[config.mk]
export PLATFORM = sky130hd
export DESIGN_NAME = base64_stream_decoder_unit_flat
export DESIGN_NICKNAME = d
export VERILOG_FILES = /design/src/b64d_pkg.sv /design/src/b64d_if.sv /design/src/b64d_csr.sv /design/src/b64d_decode.sv /design/src/b64d_result_fifo.sv /design/src/base64_stream_decoder_unit.sv /design/src/flat_wrapper.sv
export SDC_FILE = /design/constraint.sdc
export NUM_CORES = 1
export LEC_CHECK = 0
export BUFFER_PORTS_ARGS = -buffer_cell sky130_fd_sc_hd__buf_4
export CAP_MARGIN = 10
export CORE_ASPECT_RATIO = 0.9
export CORE_MARGIN = 2
export CORE_UTILIZATION = 48
export CTS_BUF_LIST = sky130_fd_sc_hd__clkbuf_8
export CTS_CLUSTER_SIZE = 25
export DETAILED_ROUTE_END_ITERATION = 8
export PLACE_DENSITY_LB_ADDON = 0.3
export SLEW_MARGIN = 0
export SYNTH_ARGS = -nofsm -noshare
export SYNTH_HDL_FRONTEND = slang
export SYNTH_SLANG_ARGS = --single-unit
[constraint.sdc]
create_clock -name clock -period 10.7 [get_ports clock]
set_input_delay 3.21 -clock clock [delete_from_list [all_inputs] [get_ports clock]]
set_output_delay 3.21 -clock clock [all_outputs]
set_load 0.02 [all_outputs]
[src/b64d_pkg.sv]
`default_nettype none
// ----------------------------------------------------------------------------
// b64d_pkg
// Types, constants and the character lookup of the base64 stream decoder.
// ----------------------------------------------------------------------------
package b64d_pkg;

   localparam int MAX_RESULTS = 4;
   localparam int RES_CNT_W   = 3;
   localparam int FIFO_DEPTH  = 8;
   localparam int FIFO_PTR_W  = 3;
   localparam int FIFO_CNT_W  = 4;

   localparam int CSR_ADDR_W = 3;
   localparam int CSR_DATA_W = 32;
   localparam logic [CSR_ADDR_W-3:0] CSR_IDX_CAPACITY = '0;

   localparam logic [15:0] CAP_RESET = 16'd4096;

   localparam logic KIND_DATA    = 1'b0;
   localparam logic KIND_SUMMARY = 1'b1;

   localparam logic [5:0] SEXTET_LOWER_BASE = 6'd26;
   localparam logic [5:0] SEXTET_DIGIT_BASE = 6'd52;
   localparam logic [5:0] SEXTET_PLUS       = 6'd62;
   localparam logic [5:0] SEXTET_SLASH      = 6'd63;

   typedef struct packed {
      logic        item_kind;
      logic [7:0]  data_byte;
      logic [15:0] byte_count;
      logic        last;
   } result_type;

   typedef struct packed {
      logic [RES_CNT_W-1:0]         n;
      result_type [MAX_RESULTS-1:0] entries;
   } push_type;

   typedef struct packed {
      logic       ok;
      logic [5:0] value;
   } sextet_type;

   function automatic sextet_type sextet_of(input logic [7:0] ch);
      sextet_type s;
      s.ok    = 1'b1;
      s.value = '0;
      if (ch >= 8'h41 && ch <= 8'h5a) begin
         s.value = 6'(ch - 8'h41);
      end else if (ch >= 8'h61 && ch <= 8'h7a) begin
         s.value = 6'(ch - 8'h61) + SEXTET_LOWER_BASE;
      end else if (ch >= 8'h30 && ch <= 8'h39) begin
         s.value = 6'(ch - 8'h30) + SEXTET_DIGIT_BASE;
      end else if (ch == 8'h2b) begin
         s.value = SEXTET_PLUS;
      end else if (ch == 8'h2f) begin
         s.value = SEXTET_SLASH;
      end else begin
         s.ok = 1'b0;
      end
      return s;
   endfunction

endpackage
`default_nettype wire

[src/b64d_if.sv]
`default_nettype none
// ----------------------------------------------------------------------------
// b64d_if
// Valid/ready channels of the decoder: text characters in, results out.
// ----------------------------------------------------------------------------
interface b64d_req_if;
   logic       valid;
   logic       ready;
   logic [7:0] char_code;
   logic       end_of_text;

   modport source (output valid, output char_code, output end_of_text, input ready);
   modport sink   (input valid, input char_code, input end_of_text, output ready);
endinterface

interface b64d_rsp_if;
   logic        valid;
   logic        ready;
   logic        item_kind;
   logic [7:0]  data_byte;
   logic [15:0] byte_count;
   logic        last;

   modport source (output valid, output item_kind, output data_byte, output byte_count,
                   output last, input ready);
   modport sink   (input valid, input item_kind, input data_byte, input byte_count,
                   input last, output ready);
endinterface
`default_nettype wire

[src/b64d_csr.sv]
`default_nettype none
// ----------------------------------------------------------------------------
// b64d_csr
// APB register file holding the output capacity.
// ----------------------------------------------------------------------------
module b64d_csr
   import b64d_pkg::*;
(
   input  wire logic                  clock,
   input  wire logic                  reset,
   input  wire logic                  csr_psel,
   input  wire logic                  csr_penable,
   input  wire logic                  csr_pwrite,
   input  wire logic [CSR_ADDR_W-1:0] csr_paddr,
   input  wire logic [CSR_DATA_W-1:0] csr_pwdata,
   output logic      [CSR_DATA_W-1:0] csr_prdata,
   output logic                       csr_pready,
   output logic      [15:0]           capacity
);

   logic [15:0] cap_ff;
   logic [15:0] cap_in;
   logic        hit;

   assign hit        = csr_paddr[CSR_ADDR_W-1:2] == CSR_IDX_CAPACITY;
   assign csr_pready = 1'b1;
   assign capacity   = cap_ff;

   always_comb begin
      cap_in = cap_ff;
      if (csr_psel && csr_penable && csr_pwrite && hit) begin
         cap_in = csr_pwdata[15:0];
      end
   end

   always_comb begin
      csr_prdata = '0;
      if (hit) begin
         csr_prdata = CSR_DATA_W'(cap_ff);
      end
   end

   always_ff @(posedge clock) begin
      if (reset) begin
         cap_ff <= CAP_RESET;
      end else begin
         cap_ff <= cap_in;
      end
   end

endmodule
`default_nettype wire

[src/b64d_decode.sv]
`default_nettype none
// ----------------------------------------------------------------------------
// b64d_decode
// Input register, sextet lookup, group assembly, and byte and summary emission.
// ----------------------------------------------------------------------------
module b64d_decode
   import b64d_pkg::*;
#(
   parameter int LEN_BITS = 16
)
(
   input  wire logic        clock,
   input  wire logic        reset,
   b64d_req_if.sink         req_bus,
   input  wire logic [15:0] capacity,
   input  wire logic        space_ok,
   output push_type         push
);

   localparam int CMP_W = (LEN_BITS > 16) ? LEN_BITS : 16;

   logic                in_valid_ff, in_valid_in;
   logic [7:0]          ch_ff;
   logic                eot_ff;
   logic [17:0]         acc_ff, acc_in;
   logic [1:0]          pos_ff, pos_in;
   logic                halted_ff, halted_in;
   logic [LEN_BITS-1:0] cnt_ff, cnt_in;

   logic                fire;
   logic                take;
   sextet_type          sx;
   logic                group_done;
   logic [23:0]         word;
   logic [2:0]          emit;
   logic [LEN_BITS-1:0] cnt [0:3];
   logic [RES_CNT_W-1:0] nb, n;

   assign fire          = in_valid_ff && space_ok;
   assign req_bus.ready = !in_valid_ff || fire;
   assign take          = req_bus.valid && req_bus.ready;

   assign sx         = sextet_of(ch_ff);
   assign group_done = !halted_ff && sx.ok && (pos_ff == 2'd3);
   assign word       = {acc_ff, sx.value};

   always_comb begin
      cnt[0] = cnt_ff;
      for (int b = 0; b < 3; b++) begin
         emit[b]  = group_done && (CMP_W'(cnt[b]) < CMP_W'(capacity));
         cnt[b+1] = cnt[b] + LEN_BITS'(emit[b]);
      end
      nb = RES_CNT_W'(emit[0]) + RES_CNT_W'(emit[1]) + RES_CNT_W'(emit[2]);
      n  = nb + RES_CNT_W'(eot_ff);
   end

   always_comb begin
      push.n = fire ? n : '0;
      for (int i = 0; i < MAX_RESULTS; i++) begin
         push.entries[i].item_kind  = KIND_SUMMARY;
         push.entries[i].data_byte  = '0;
         push.entries[i].byte_count = 16'(cnt[3]);
         push.entries[i].last       = (RES_CNT_W'(i + 1) == n);
      end
      for (int i = 0; i < 3; i++) begin
         if (RES_CNT_W'(i) < nb) begin
            push.entries[i].item_kind  = KIND_DATA;
            push.entries[i].data_byte  = word[8*(2-i) +: 8];
            push.entries[i].byte_count = 16'(cnt[i+1]);
         end
      end
   end

   always_comb begin
      in_valid_in = in_valid_ff;
      if (take) begin
         in_valid_in = 1'b1;
      end else if (fire) begin
         in_valid_in = 1'b0;
      end
   end

   always_comb begin
      acc_in    = acc_ff;
      pos_in    = pos_ff;
      halted_in = halted_ff;
      cnt_in    = cnt_ff;
      if (fire) begin
         if (!halted_ff) begin
            if (!sx.ok) begin
               halted_in = 1'b1;
            end else if (pos_ff != 2'd3) begin
               acc_in = {acc_ff[11:0], sx.value};
               pos_in = pos_ff + 2'd1;
            end else begin
               acc_in = '0;
               pos_in = '0;
               cnt_in = cnt[3];
            end
         end
         if (eot_ff) begin
            acc_in    = '0;
            pos_in    = '0;
            halted_in = 1'b0;
            cnt_in    = '0;
         end
      end
   end

   always_ff @(posedge clock) begin
      if (reset) begin
         in_valid_ff <= 1'b0;
         acc_ff      <= '0;
         pos_ff      <= '0;
         halted_ff   <= 1'b0;
         cnt_ff      <= '0;
      end else begin
         in_valid_ff <= in_valid_in;
         acc_ff      <= acc_in;
         pos_ff      <= pos_in;
         halted_ff   <= halted_in;
         cnt_ff      <= cnt_in;
      end
   end

   always_ff @(posedge clock) begin
      if (take) begin
         ch_ff  <= req_bus.char_code;
         eot_ff <= req_bus.end_of_text;
      end
   end

endmodule
`default_nettype wire

[src/b64d_result_fifo.sv]
`default_nettype none
// ----------------------------------------------------------------------------
// b64d_result_fifo
// Result queue taking up to four results a cycle and giving one a cycle while rsp_bus is ready.
// ----------------------------------------------------------------------------
module b64d_result_fifo
   import b64d_pkg::*;
(
   input  wire logic  clock,
   input  wire logic  reset,
   input  push_type   push,
   output logic       space_ok,
   b64d_rsp_if.source rsp_bus
);

   result_type            mem_ff [0:FIFO_DEPTH-1];
   logic [FIFO_PTR_W-1:0] wr_ptr_ff, wr_ptr_in;
   logic [FIFO_PTR_W-1:0] rd_ptr_ff, rd_ptr_in;
   logic [FIFO_CNT_W-1:0] count_ff, count_in;
   logic                  pop;
   result_type            head;

   assign space_ok = count_ff <= FIFO_CNT_W'(FIFO_DEPTH - MAX_RESULTS);
   assign pop      = rsp_bus.valid && rsp_bus.ready;
   assign head     = mem_ff[rd_ptr_ff];

   assign rsp_bus.valid      = count_ff != '0;
   assign rsp_bus.item_kind  = head.item_kind;
   assign rsp_bus.data_byte  = head.data_byte;
   assign rsp_bus.byte_count = head.byte_count;
   assign rsp_bus.last       = head.last;

   always_comb begin
      wr_ptr_in = wr_ptr_ff + FIFO_PTR_W'(push.n);
      rd_ptr_in = rd_ptr_ff + FIFO_PTR_W'(pop);
      count_in  = count_ff + FIFO_CNT_W'(push.n) - FIFO_CNT_W'(pop);
   end

   always_ff @(posedge clock) begin
      if (reset) begin
         wr_ptr_ff <= '0;
         rd_ptr_ff <= '0;
         count_ff  <= '0;
      end else begin
         wr_ptr_ff <= wr_ptr_in;
         rd_ptr_ff <= rd_ptr_in;
         count_ff  <= count_in;
      end
   end

   always_ff @(posedge clock) begin
      for (int i = 0; i < MAX_RESULTS; i++) begin
         if (RES_CNT_W'(i) < push.n) begin
            mem_ff[FIFO_PTR_W'(wr_ptr_ff + FIFO_PTR_W'(i))] <= push.entries[i];
         end
      end
   end

endmodule
`default_nettype wire

[src/base64_stream_decoder_unit.sv]
`default_nettype none
// ----------------------------------------------------------------------------
// base64_stream_decoder_unit
// Base64 text decoder: one character per transaction in, decoded bytes and an
// end-of-text summary out.
// ----------------------------------------------------------------------------
//  channel   direction  protocol      payload
//  req_bus   in         valid/ready   char_code, end_of_text
//  rsp_bus   out        valid/ready   item_kind, data_byte, byte_count, last
//  csr_*     in         APB           out_capacity at byte address 0
//
//  One character is taken per cycle unless decode stalls; it is decoded from the
//  input register, its results going to an eight-entry result queue. The queue
//  sends one result per cycle while rsp_bus is ready; a new character is decoded
//  only while at least four entries are free, so a stalled rsp_bus backs up into
//  req_bus. Reset clears the decode state and the queue and sets out_capacity to 4096.
// ----------------------------------------------------------------------------
module base64_stream_decoder_unit
   import b64d_pkg::*;
#(
   parameter int LEN_BITS = 16
)
(
   input  wire logic                  clock,
   input  wire logic                  reset,
   b64d_req_if.sink                   req_bus,
   b64d_rsp_if.source                 rsp_bus,
   input  wire logic                  csr_psel,
   input  wire logic                  csr_penable,
   input  wire logic                  csr_pwrite,
   input  wire logic [CSR_ADDR_W-1:0] csr_paddr,
   input  wire logic [CSR_DATA_W-1:0] csr_pwdata,
   output logic      [CSR_DATA_W-1:0] csr_prdata,
   output logic                       csr_pready
);

   logic [15:0] capacity;
   logic        space_ok;
   push_type    push;

   b64d_csr u_csr (
      .clock       (clock),
      .reset       (reset),
      .csr_psel    (csr_psel),
      .csr_penable (csr_penable),
      .csr_pwrite  (csr_pwrite),
      .csr_paddr   (csr_paddr),
      .csr_pwdata  (csr_pwdata),
      .csr_prdata  (csr_prdata),
      .csr_pready  (csr_pready),
      .capacity    (capacity)
   );

   b64d_decode #(
      .LEN_BITS (LEN_BITS)
   ) u_decode (
      .clock    (clock),
      .reset    (reset),
      .req_bus  (req_bus),
      .capacity (capacity),
      .space_ok (space_ok),
      .push     (push)
   );

   b64d_result_fifo u_fifo (
      .clock    (clock),
      .reset    (reset),
      .push     (push),
      .space_ok (space_ok),
      .rsp_bus  (rsp_bus)
   );

endmodule
`default_nettype wire
[src/flat_wrapper.sv]
// flat-port wrapper written by rule: the top's interface ports become plain ports
module base64_stream_decoder_unit_flat import b64d_pkg::*;
#(
   parameter int LEN_BITS = 16
)
  (clock, reset, csr_psel, csr_penable, csr_pwrite, csr_paddr, csr_pwdata, csr_prdata, csr_pready, req_bus_valid, req_bus_char_code, req_bus_end_of_text, req_bus_ready, rsp_bus_valid, rsp_bus_item_kind, rsp_bus_data_byte, rsp_bus_byte_count, rsp_bus_last, rsp_bus_ready);
  b64d_req_if req_bus_i ();
  b64d_rsp_if rsp_bus_i ();
  input  wire logic clock;
  input  wire logic reset;
  input  wire logic csr_psel;
  input  wire logic csr_penable;
  input  wire logic csr_pwrite;
  input  wire logic [CSR_ADDR_W-1:0] csr_paddr;
  input  wire logic [CSR_DATA_W-1:0] csr_pwdata;
  output logic      [CSR_DATA_W-1:0] csr_prdata;
  output logic csr_pready;
  input wire logic [$bits(req_bus_i.valid)-1:0] req_bus_valid;
  input wire logic [$bits(req_bus_i.char_code)-1:0] req_bus_char_code;
  input wire logic [$bits(req_bus_i.end_of_text)-1:0] req_bus_end_of_text;
  output wire logic [$bits(req_bus_i.ready)-1:0] req_bus_ready;
  output wire logic [$bits(rsp_bus_i.valid)-1:0] rsp_bus_valid;
  output wire logic [$bits(rsp_bus_i.item_kind)-1:0] rsp_bus_item_kind;
  output wire logic [$bits(rsp_bus_i.data_byte)-1:0] rsp_bus_data_byte;
  output wire logic [$bits(rsp_bus_i.byte_count)-1:0] rsp_bus_byte_count;
  output wire logic [$bits(rsp_bus_i.last)-1:0] rsp_bus_last;
  input wire logic [$bits(rsp_bus_i.ready)-1:0] rsp_bus_ready;
  assign req_bus_i.valid = req_bus_valid;
  assign req_bus_i.char_code = req_bus_char_code;
  assign req_bus_i.end_of_text = req_bus_end_of_text;
  assign req_bus_ready = req_bus_i.ready;
  assign rsp_bus_valid = rsp_bus_i.valid;
  assign rsp_bus_item_kind = rsp_bus_i.item_kind;
  assign rsp_bus_data_byte = rsp_bus_i.data_byte;
  assign rsp_bus_byte_count = rsp_bus_i.byte_count;
  assign rsp_bus_last = rsp_bus_i.last;
  assign rsp_bus_i.ready = rsp_bus_ready;
  base64_stream_decoder_unit #(.LEN_BITS(LEN_BITS)) u_core (.clock(clock), .reset(reset), .req_bus(req_bus_i), .rsp_bus(rsp_bus_i), .csr_psel(csr_psel), .csr_penable(csr_penable), .csr_pwrite(csr_pwrite), .csr_paddr(csr_paddr), .csr_pwdata(csr_pwdata), .csr_prdata(csr_prdata), .csr_pready(csr_pready));
endmodule
# Word-level counts from Yosys, hierarchy flattened
# Memories as Yosys holds them, arrays and structs flattened. A register that Yosys moved wholly into a read port is not among the register bits.
# Cells that the tools add are included.
# totals
word_cells	122
regBits	73
inputBits	51
mem_count	1
ramBits	208
out_inout_bits	61
# memory_table
memory	words	width	read_ports	rd_ports_with_merged_regs	wr	line_no	text
u_core.u_fifo.mem_ff	8	26	1	1	4	b64d_result_fifo.sv:16	result_type mem_ff [0:FIFO_DEPTH-1];
# classes
n_addsub	19
n_eq_ne	10
bitwise	1
reduce_logical	22
order_cmp	17
mux	41
# ops
operator	count
two-way mux 16 bit	5
two-way mux 25 bit	3
two-way mux 18 bit	4
adder 16 x 1 -> 16 bit	3
< comparator 16 bit	3
two-way mux 6 bit	5
two-way mux 1 bit	18
== test 8 x 6 -> 1 bit, second input constant	2
>= comparator 8 x 7 -> 1 bit, second input constant	2
<= comparator 8 x 7 -> 1 bit, second input constant	2
logical AND 1 bit	14
< comparator 1 x 3 -> 1 bit, first input constant	4
subtractor 6 bit, second input constant	2
< comparator 2 x 3 -> 1 bit, first input constant	3
>= comparator 8 x 6 -> 1 bit, second input constant	1
<= comparator 8 x 6 -> 1 bit, second input constant	1
two-way mux 2 bit	4
adder 3 x 1 -> 3 bit	2
adder 3 x 2 -> 3 bit, second input constant	2
adder 6 x 5 -> 6 bit, second input constant	1
adder 6 bit, second input constant	1
== test 2 x 3 -> 1 bit, first input constant	2
two-way mux 3 bit	2
inequality test 2 bit, second input constant	3
other kinds (19)	21

# Logic depth before layout (Yosys ltp)
# Gate-level depths: netlist (run 1).
# logic_depth
ltp_word	21
ltp_mapped	52
ltp_nobuf	48

# By module
# From an unflattened synthesis (run 1), not the netlist that was laid out.
# hier_totals
cells_unflattened	2097
area_unflattened_um2	20619.8
# by_module_without_submodules
mod	area_each_um2	seq_area_each_um2	n_inst	cells_each
b64d_result_fifo	14234.9	6446.2	1	1306
b64d_decode	5402.7	1031.0	1	685
b64d_csr	982.2	320.3	1	106

# Worst setup path before layout (run 1)
# No wires, ideal clock.
# synth_timing
kind	register to register
from	reg u_core.u_decode.ch_ff[2]
to	mem u_core.u_fifo.mem_ff[2][0] (netlist bit) (enable)
synth_period_minus_slack_ps	10436
setup_ps	371
arrival_time_ps	10065
n_path_buf	6
t_required_ps	10329
stages_incl_launch_ff	47
setup_slack_ps	264
cell_sequence	edfxtp_1 inv_1 ha_1 a21o_1 a311oi_1 nand3_1 a31oi_1 and2_1 nand2_1 a21oi_1 ha_1 and3_1 clkbuf_1 xor2_1 buf_4 ha_1 a21o_1 a21o_1 [... 11 more ...] clkinv_1 clkbuf_1 ha_1 and3_1 nand3_1 a21oi_1 a21oi_1 fa_1 ha_1 clkbuf_1 maj3_1 nand4b_1 nor2_1 o21ai_0 and2_1 clkbuf_1 clkbuf_1 nand2_1
# synth_rtl
item	line_no	text
start: declaration	b64d_decode.sv:23	logic [7:0] ch_ff;
start signal: assignment	b64d_decode.sv:128	ch_ff <= req_bus.char_code;
end: declaration	b64d_result_fifo.sv:16	

==> results.yml, run 1 <==
clock_network:
  insertion_delay_ps: 680
  cts_sinks: 281
  cts_made_buffers: 50
  htreeDepth: 2
  cts_root_buf: "clkbuf_8"
  cts.path.max_buffers: 3
  cts_tree: "yes"
  clk_pin_slew_ps: 60
worst_setup_path:
  cp.required_ps: 11080
  path_common_cell: "a21o_1"
  startpoint_type: "flip-flop"
  slowest_delay_ps: 660
  reg2reg_slack_ps: 510
  reg2reg_from: "u_core.u_decode.ch_ff[3]"
  worstSetupPathType: "reg -> reg"
  reg2reg_to: "u_core.u_fifo.mem_ff[7][7]"
  critPathMaxFanout: 23
  r2r_cells: 50
  cp.arrival_ps: 10570
  critPathCaptureType: "flip-flop"
  slowest_stage: "fa_4"
yosys:
  yosysSeqAreaShare: 0.3656
  synth_top_area_cell: "edfxtp_1"
  synth_ff_type: "edfxtp_1"
  synth_seq_cells: 281
  ys_types: 97
  synth_top_area_share: 0.2249
  syn_avg_cell_area_um2: 8.740
  yosysWarnings: 0
  netlist_area_um2: 19360
  async_flop_share: 0
  syn_inst: 2215
  synth_edf_count: 145
  synthTopCellsByArea: "edfxtp_1 22%, dfxtp_1 14%, mux4_2 6.0%"
final_layout:
  diodes: 0
  syn_to_final_growth_pct: 18.83
  most-common-layout-cells: "275 x buf_4, 246 x nor2_1, 223 x nand2_1, 178 x a21oi_1, 145 x edfxtp_1"
  fin_util: 0.5805
  layout-drive-gt1-share: 0.2195
  layout_commonest_cell: "buf_4"
  fin_nets: 2515
placement:
  routabilityCongestion: 0.9766
  hpwl_um: 51070
  io_buffers: 76
floorplan:
  die_w_um: 215.7
  fp.dieH_um: 194.5
  start_util: 0.4885
  num_rows: 69
  io_pins: 112
  core_area_um2: 39630
  fp.dieArea_um2: 41960
power_and_ir_drop:
  p_per_area_nw_per_um2: 124.7
  p_leak_nw: 8.706
  ir_drop_v: 0.0001076
drt:
  post_drt_wl_per_cell_um: 22.66
  top_layer: "met4"
  first_pass_iters: 7
  wl_met3_um: 8902
  num_vias: 18870
  drc: 0
  wl_um: 67090
  ant_nets: 0
  wl_met2_um: 27460
  drt-vias-per-instance: 6.376
  met1_length_um: 29390
  drt_iter0_drc: 2306
timing:
  fin_worst_skew_ps: 36.52
  tns_ps: 0
  post-route-period-util: 0.9520
  drv_slew: 0
  timing.final.hold_violations: 0
  fin_crit_ps: 10190
  rsz0062_at_grt: "yes"
  setup_viol: 0
  fmax_mhz: 98.17
  relSlewSlack: 0.2619
  worst_pin_slew_ps: 1105
hold_path:
  worstHoldEndpoint: "u_core.u_csr.capacity[6]"
  hp-class: "reg -> reg"
  min_path_cells: 2
  min_from: "u_core.u_csr.capacity[6]"
grt:
  grt_pass1_vias: 17580
  grt_pass1_wl_um: 103400
  gr-total-overflow: 0
  antenna_found_initial: 0
  grt_max_degree: 53
  grt_usage: 0.3153
job:
  cap_violations: 0
run_status:
  status: "complete, no violations"
## metrics by stage
stage               worst slack (ps)  area [um2]  hold slack (ps)  instances  total power [mW]
floorplan                      264.1       19410            427.1       2230             1.589
global placement              -13.49       21620            441.6       2864             1.755
detailed placement            -141.7       21620            446.5       2864             1.764
CTS                            19.20       22730            454.6       2956             2.879
global route                  -113.0       23000            469.5       2960             2.976
finish                         513.8       23000            451.0       2960             2.868
## worst max-delay path by stage
stage / start / to / slack [ps] / depth (start not counted)
floorplan: u_core.u_decode.ch_ff[2] / u_core.u_fifo.mem_ff[2][0] / 260 / 46
global placement: u_core.u_decode.ch_ff[2] / u_core.u_fifo.mem_ff[2][15] / -10 / 50
detailed placement: u_core.u_decode.ch_ff[2] / u_core.u_fifo.mem_ff[2][15] / -140 / 49
CTS: u_core.u_decode.ch_ff[2] / u_core.u_fifo.mem_ff[0][13] / 20 / 50
global route: u_core.u_decode.ch_ff[3] / u_core.u_fifo.mem_ff[5][13] / -110 / 48
finish: u_core.u_decode.ch_ff[3] / u_core.u_fifo.mem_ff[7][7] / 510 / 50
## kinds of logic after synthesis
| logic type | share of synthesized area |
|---|---|
| other | 0.0003879 |
| buffers and inverters | 0.05455 |
| AND/OR/NAND/NOR | 0.1730 |
| AO/OA/AOI/OAI | 0.2461 |
| XOR/XNOR | 0.02902 |
| flip-flops | 0.3656 |
| multiplexers | 0.07717 |
| adder cells (fa/ha/maj) | 0.05429 |
## synth_stat cells, drive strengths merged (17+ instances only)
cell type	instances
buf	46
inv	64
nand2	229
a22oi	75
mux4	52
dfxtp	136
edfxtp	145
a221oi	31
a21oi	184
nor2	263
nor3	43
o211ai	23
a31oi	27
o22ai	61
a211oi	49
o21ai	140
a21o	24
nand3	85
mux2	26
ha	72
clkbuf	138
xnor2	47
and3	17
## where the power goes
part / switching, mW / internal (mW) / total [mW]
combinational: 0.287 / 0.258 / 0.545
clock: 0.506 / 0.610 / 1.12
sequential: 0.0499 / 1.16 / 1.21
total: 0.843 / 2.02 / 2.87
## registers in the layout, indices dropped and copies added (netlist names)
name,count
u_core.u_decode.pos_ff,2
u_core.u_decode.in_valid_ff,1
u_core.u_fifo.mem_ff,208
u_core.u_csr.capacity,16
u_core.u_decode.eot_ff,1
u_core.u_fifo.count_ff,4
u_core.u_fifo.rd_ptr_ff,3
u_core.u_decode.acc_ff,18
u_core.u_decode.halted_ff,1
u_core.u_fifo.wr_ptr_ff,3
u_core.u_decode.ch_ff,8
u_core.u_decode.cnt_ff,16
## layout make-up
class / instances / area [um2]
clock buffers: 60 / 825.8
clock inverters: 31 / 261.5
fillers: 3487 / 16620
inverters: 66 / 247.7
multi-input cells: 1699 / 11550
flip-flops and latches: 281 / 7082
well taps: 532 / 665.6
repair buffers: 291 / 2367
## worst max-delay path: cells and delay by family, from the launching register on
family	cells	cell delay, ps
AOI/OAI and AO/OA	19	3710
buffers and inverters	9	1250
xor gates and xnor gates	1	160
and+or+nand+nor	12	1670
adders and majority gates	9	2690
DFF	1	450
## what timing repair did
action                                  CTS  global route
resized for setup                         4            57
endpoints found under the setup margin   78           354
pin swaps                                 1             8
hold buffers                              0             0
endpoints found under the hold margin     0             0
buffers inserted                          1             4
## routing by layer
| metal | vias up | track usage |
|---|---|---|
| li1 | 8654 | - |
| met1 | 8947 | 0.4720 |
| met2 | 1160 | 0.4485 |
| met3 | 111 | 0.08185 |
| met4 | 0 | 0.08123 |
| met5 | - | 0 |
No activity file was read; power rests on OpenSTA's default activity.
==> run 2: changes to the inputs <==
==> constraint.sdc (replaced) <==
create_clock -name clock -period 10.7 [get_ports clock]
set_input_delay 2.675 -clock clock [delete_from_list [all_inputs] [get_ports clock]]
set_output_delay 2.675 -clock clock [all_outputs]
set_load 0.02 [all_outputs]
==> results.yml, run 2 (synthesis gave the netlist of run 1 again) <==
timing:
  post-route-period-util: 0.9592
  timing.final.hold_violations: 0
  fin_crit_ps: 10260
  fmax_mhz: 97.44
  fin_worst_skew_ps: 20.70
  drv_slew: 0
  setup_viol: 0
  holdWs_ps: 453.2
  tns_ps: 0
  relSlewSlack: 0.2318
  worst_pin_slew_ps: 1150
worst_setup_path:
  cp.required_ps: 11160
  critPathMaxFanout: 9
  path_common_cell: "ha_1"
  slowest_delay_ps: 780
  slowest_stage: "fa_4"
  critPathCaptureType: "flip-flop"
  startpoint_type: "flip-flop"
  worstSetupPathType: "reg -> reg"
  cp.arrival_ps: 10720
floorplan:
  fp.dieArea_um2: 41960
  start_util: 0.4885
  die_w_um: 215.7
  io_pins: 112
  num_rows: 69
  core_area_um2: 39630
  fp.dieH_um: 194.5
drt:
  ant_nets: 0
  post_drt_wl_per_cell_um: 23.03
  drt_iter0_drc: 2054
  num_vias: 18920
  drt-vias-per-instance: 6.390
  drc: 0
  first_pass_iters: 7
  wl_um: 68190
job:
  cap_violations: 0
grt:
  grt_pass1_vias: 17330
  grt_pass1_wl_um: 104400
  grt_usage: 0.3189
  antenna_found_initial: 0
  grt_max_degree: 54
  gr-total-overflow: 0
power_and_ir_drop:
  p_int_mw: 1.957
  pwr-share-comb: 0.196
  ir_drop_v: 0.0001369
  swShare: 0.2985
  power_mw: 2.790
  clkPwrFrac: 0.373
  p_leak_nw: 8.652
  p_per_area_nw_per_um2: 122.4
  p_switching_mw: 0.8329
  seqPwrFrac: 0.431
final_layout:
  final-instance-count-excl-fill: 2961
  reg.largest.list: "u_core.u_fifo.mem_ff: 208 flops, u_core.u_decode.acc_ff: 18 flops"
  syn_to_final_growth_pct: 17.73
  largest_reg_flops: 208
  regMostFlops: "u_core.u_fifo.mem_ff"
  layout_commonest_cell: "buf_4"
  diodes: 0
  layout-drive-gt1-share: 0.2087
  most-common-layout-cells: "275 x buf_4, 254 x nor2_1, 229 x nand2_1, 178 x a21oi_1, 145 x edfxtp_1"
  fin_nets: 2514
  final_area_um2: 22790
placement:
  place_area_um2: 21640
  hpwl_um: 52240
  dp.cells: 2865
  routabilityCongestion: 0.9377
  io_buffers: 76
clock_network:
  cts_root_buf: "clkbuf_8"
  clk_pin_slew_ps: 60
  holdBufCountCts: 0
  cts.path.max_buffers: 3
  htreeDepth: 2
  cts_made_buffers: 51
  insertion_delay_ps: 660
  cts_tree: "yes"
  cts_sinks: 281
hold_path:
  hp-class: "reg -> reg"
run_status:
  status: "complete, no violations"
## run 2: cell types whose count changed in the layout (fill, tap and decap cells not counted), sizes merged
cell / delta
clkinv: +4
bufinv: -3
buf: -2
inv: +2
clkbuf: +1
clkinvlp: -1
## run 2: worst paths after layout
path / slack [ps] / from / depth (start not counted) / end
max: 440 / u_core.u_decode.ch_ff[0] / 42 / u_core.u_fifo.mem_ff[0][13]
min: 450 / u_core.u_csr.capacity[9] / 2 / u_core.u_csr.capacity[9]
max reg2reg: 440 / u_core.u_decode.ch_ff[0] / 42 / u_core.u_fifo.mem_ff[0][13]
min reg2reg: 450 / u_core.u_csr.capacity[9] / 2 / u_core.u_csr.capacity[9]
## run 2: per-stage QoR
stage          utilization  worst slack [ps]
2_1_floorplan            -             264.1
4_1_cts             0.5725             36.45
5_1_grt             0.5751            -53.99
6_report            0.5751             436.8
3_3_place_gp        0.5461            -90.85
3_5_place_dp        0.5461            -202.7
## run 2: what timing repair did
action                                 4_1_cts  5_1_grt
setup endpoints to repair                   81      353
resized for setup                            6       22
pin swaps                                    1        1
setup buffers                                0        2
endpoints found under the hold margin        0        0
## run 2: routing by layer
| layer | GRT usage | routed length, um |
|---|---|---|
| met1 | 0.4945 | 30700 |
| met2 | 0.4498 | 28010 |
| met3 | 0.07418 | 8561 |
| met4 | 0.06105 | 919 |
| met5 | 0 | 0 |
## run 2: critical path: cells and delay by family (launching register included)
family,cells,cell delay [ps]
simple gates,15,3380
fa+ha+maj,8,2620
compound gates,13,2450
buf+inv,4,570
xor+xnor,2,550
flops,1,450
## run 2: area by class of cell
class / instances / area, um2
fill: 3496 / 16840
multi-input combinational: 1699 / 11430
sequential: 281 / 7082
timing repair buffer: 289 / 2345
clock buffer: 61 / 839.6
tap: 532 / 665.6
inverter: 66 / 247.7
clock inverter: 33 / 177.7
## run 2: power groups by stage
stage                     combinational, mW  clock (mW)  sequential [mW]
after detailed placement              0.541           0             1.23
after CTS                             0.545        1.06             1.20
after global placement                0.530           0             1.22
after global routing                  0.584        1.10             1.21
final                                 0.546        1.04             1.20
after floorplan                       0.397           0             1.19
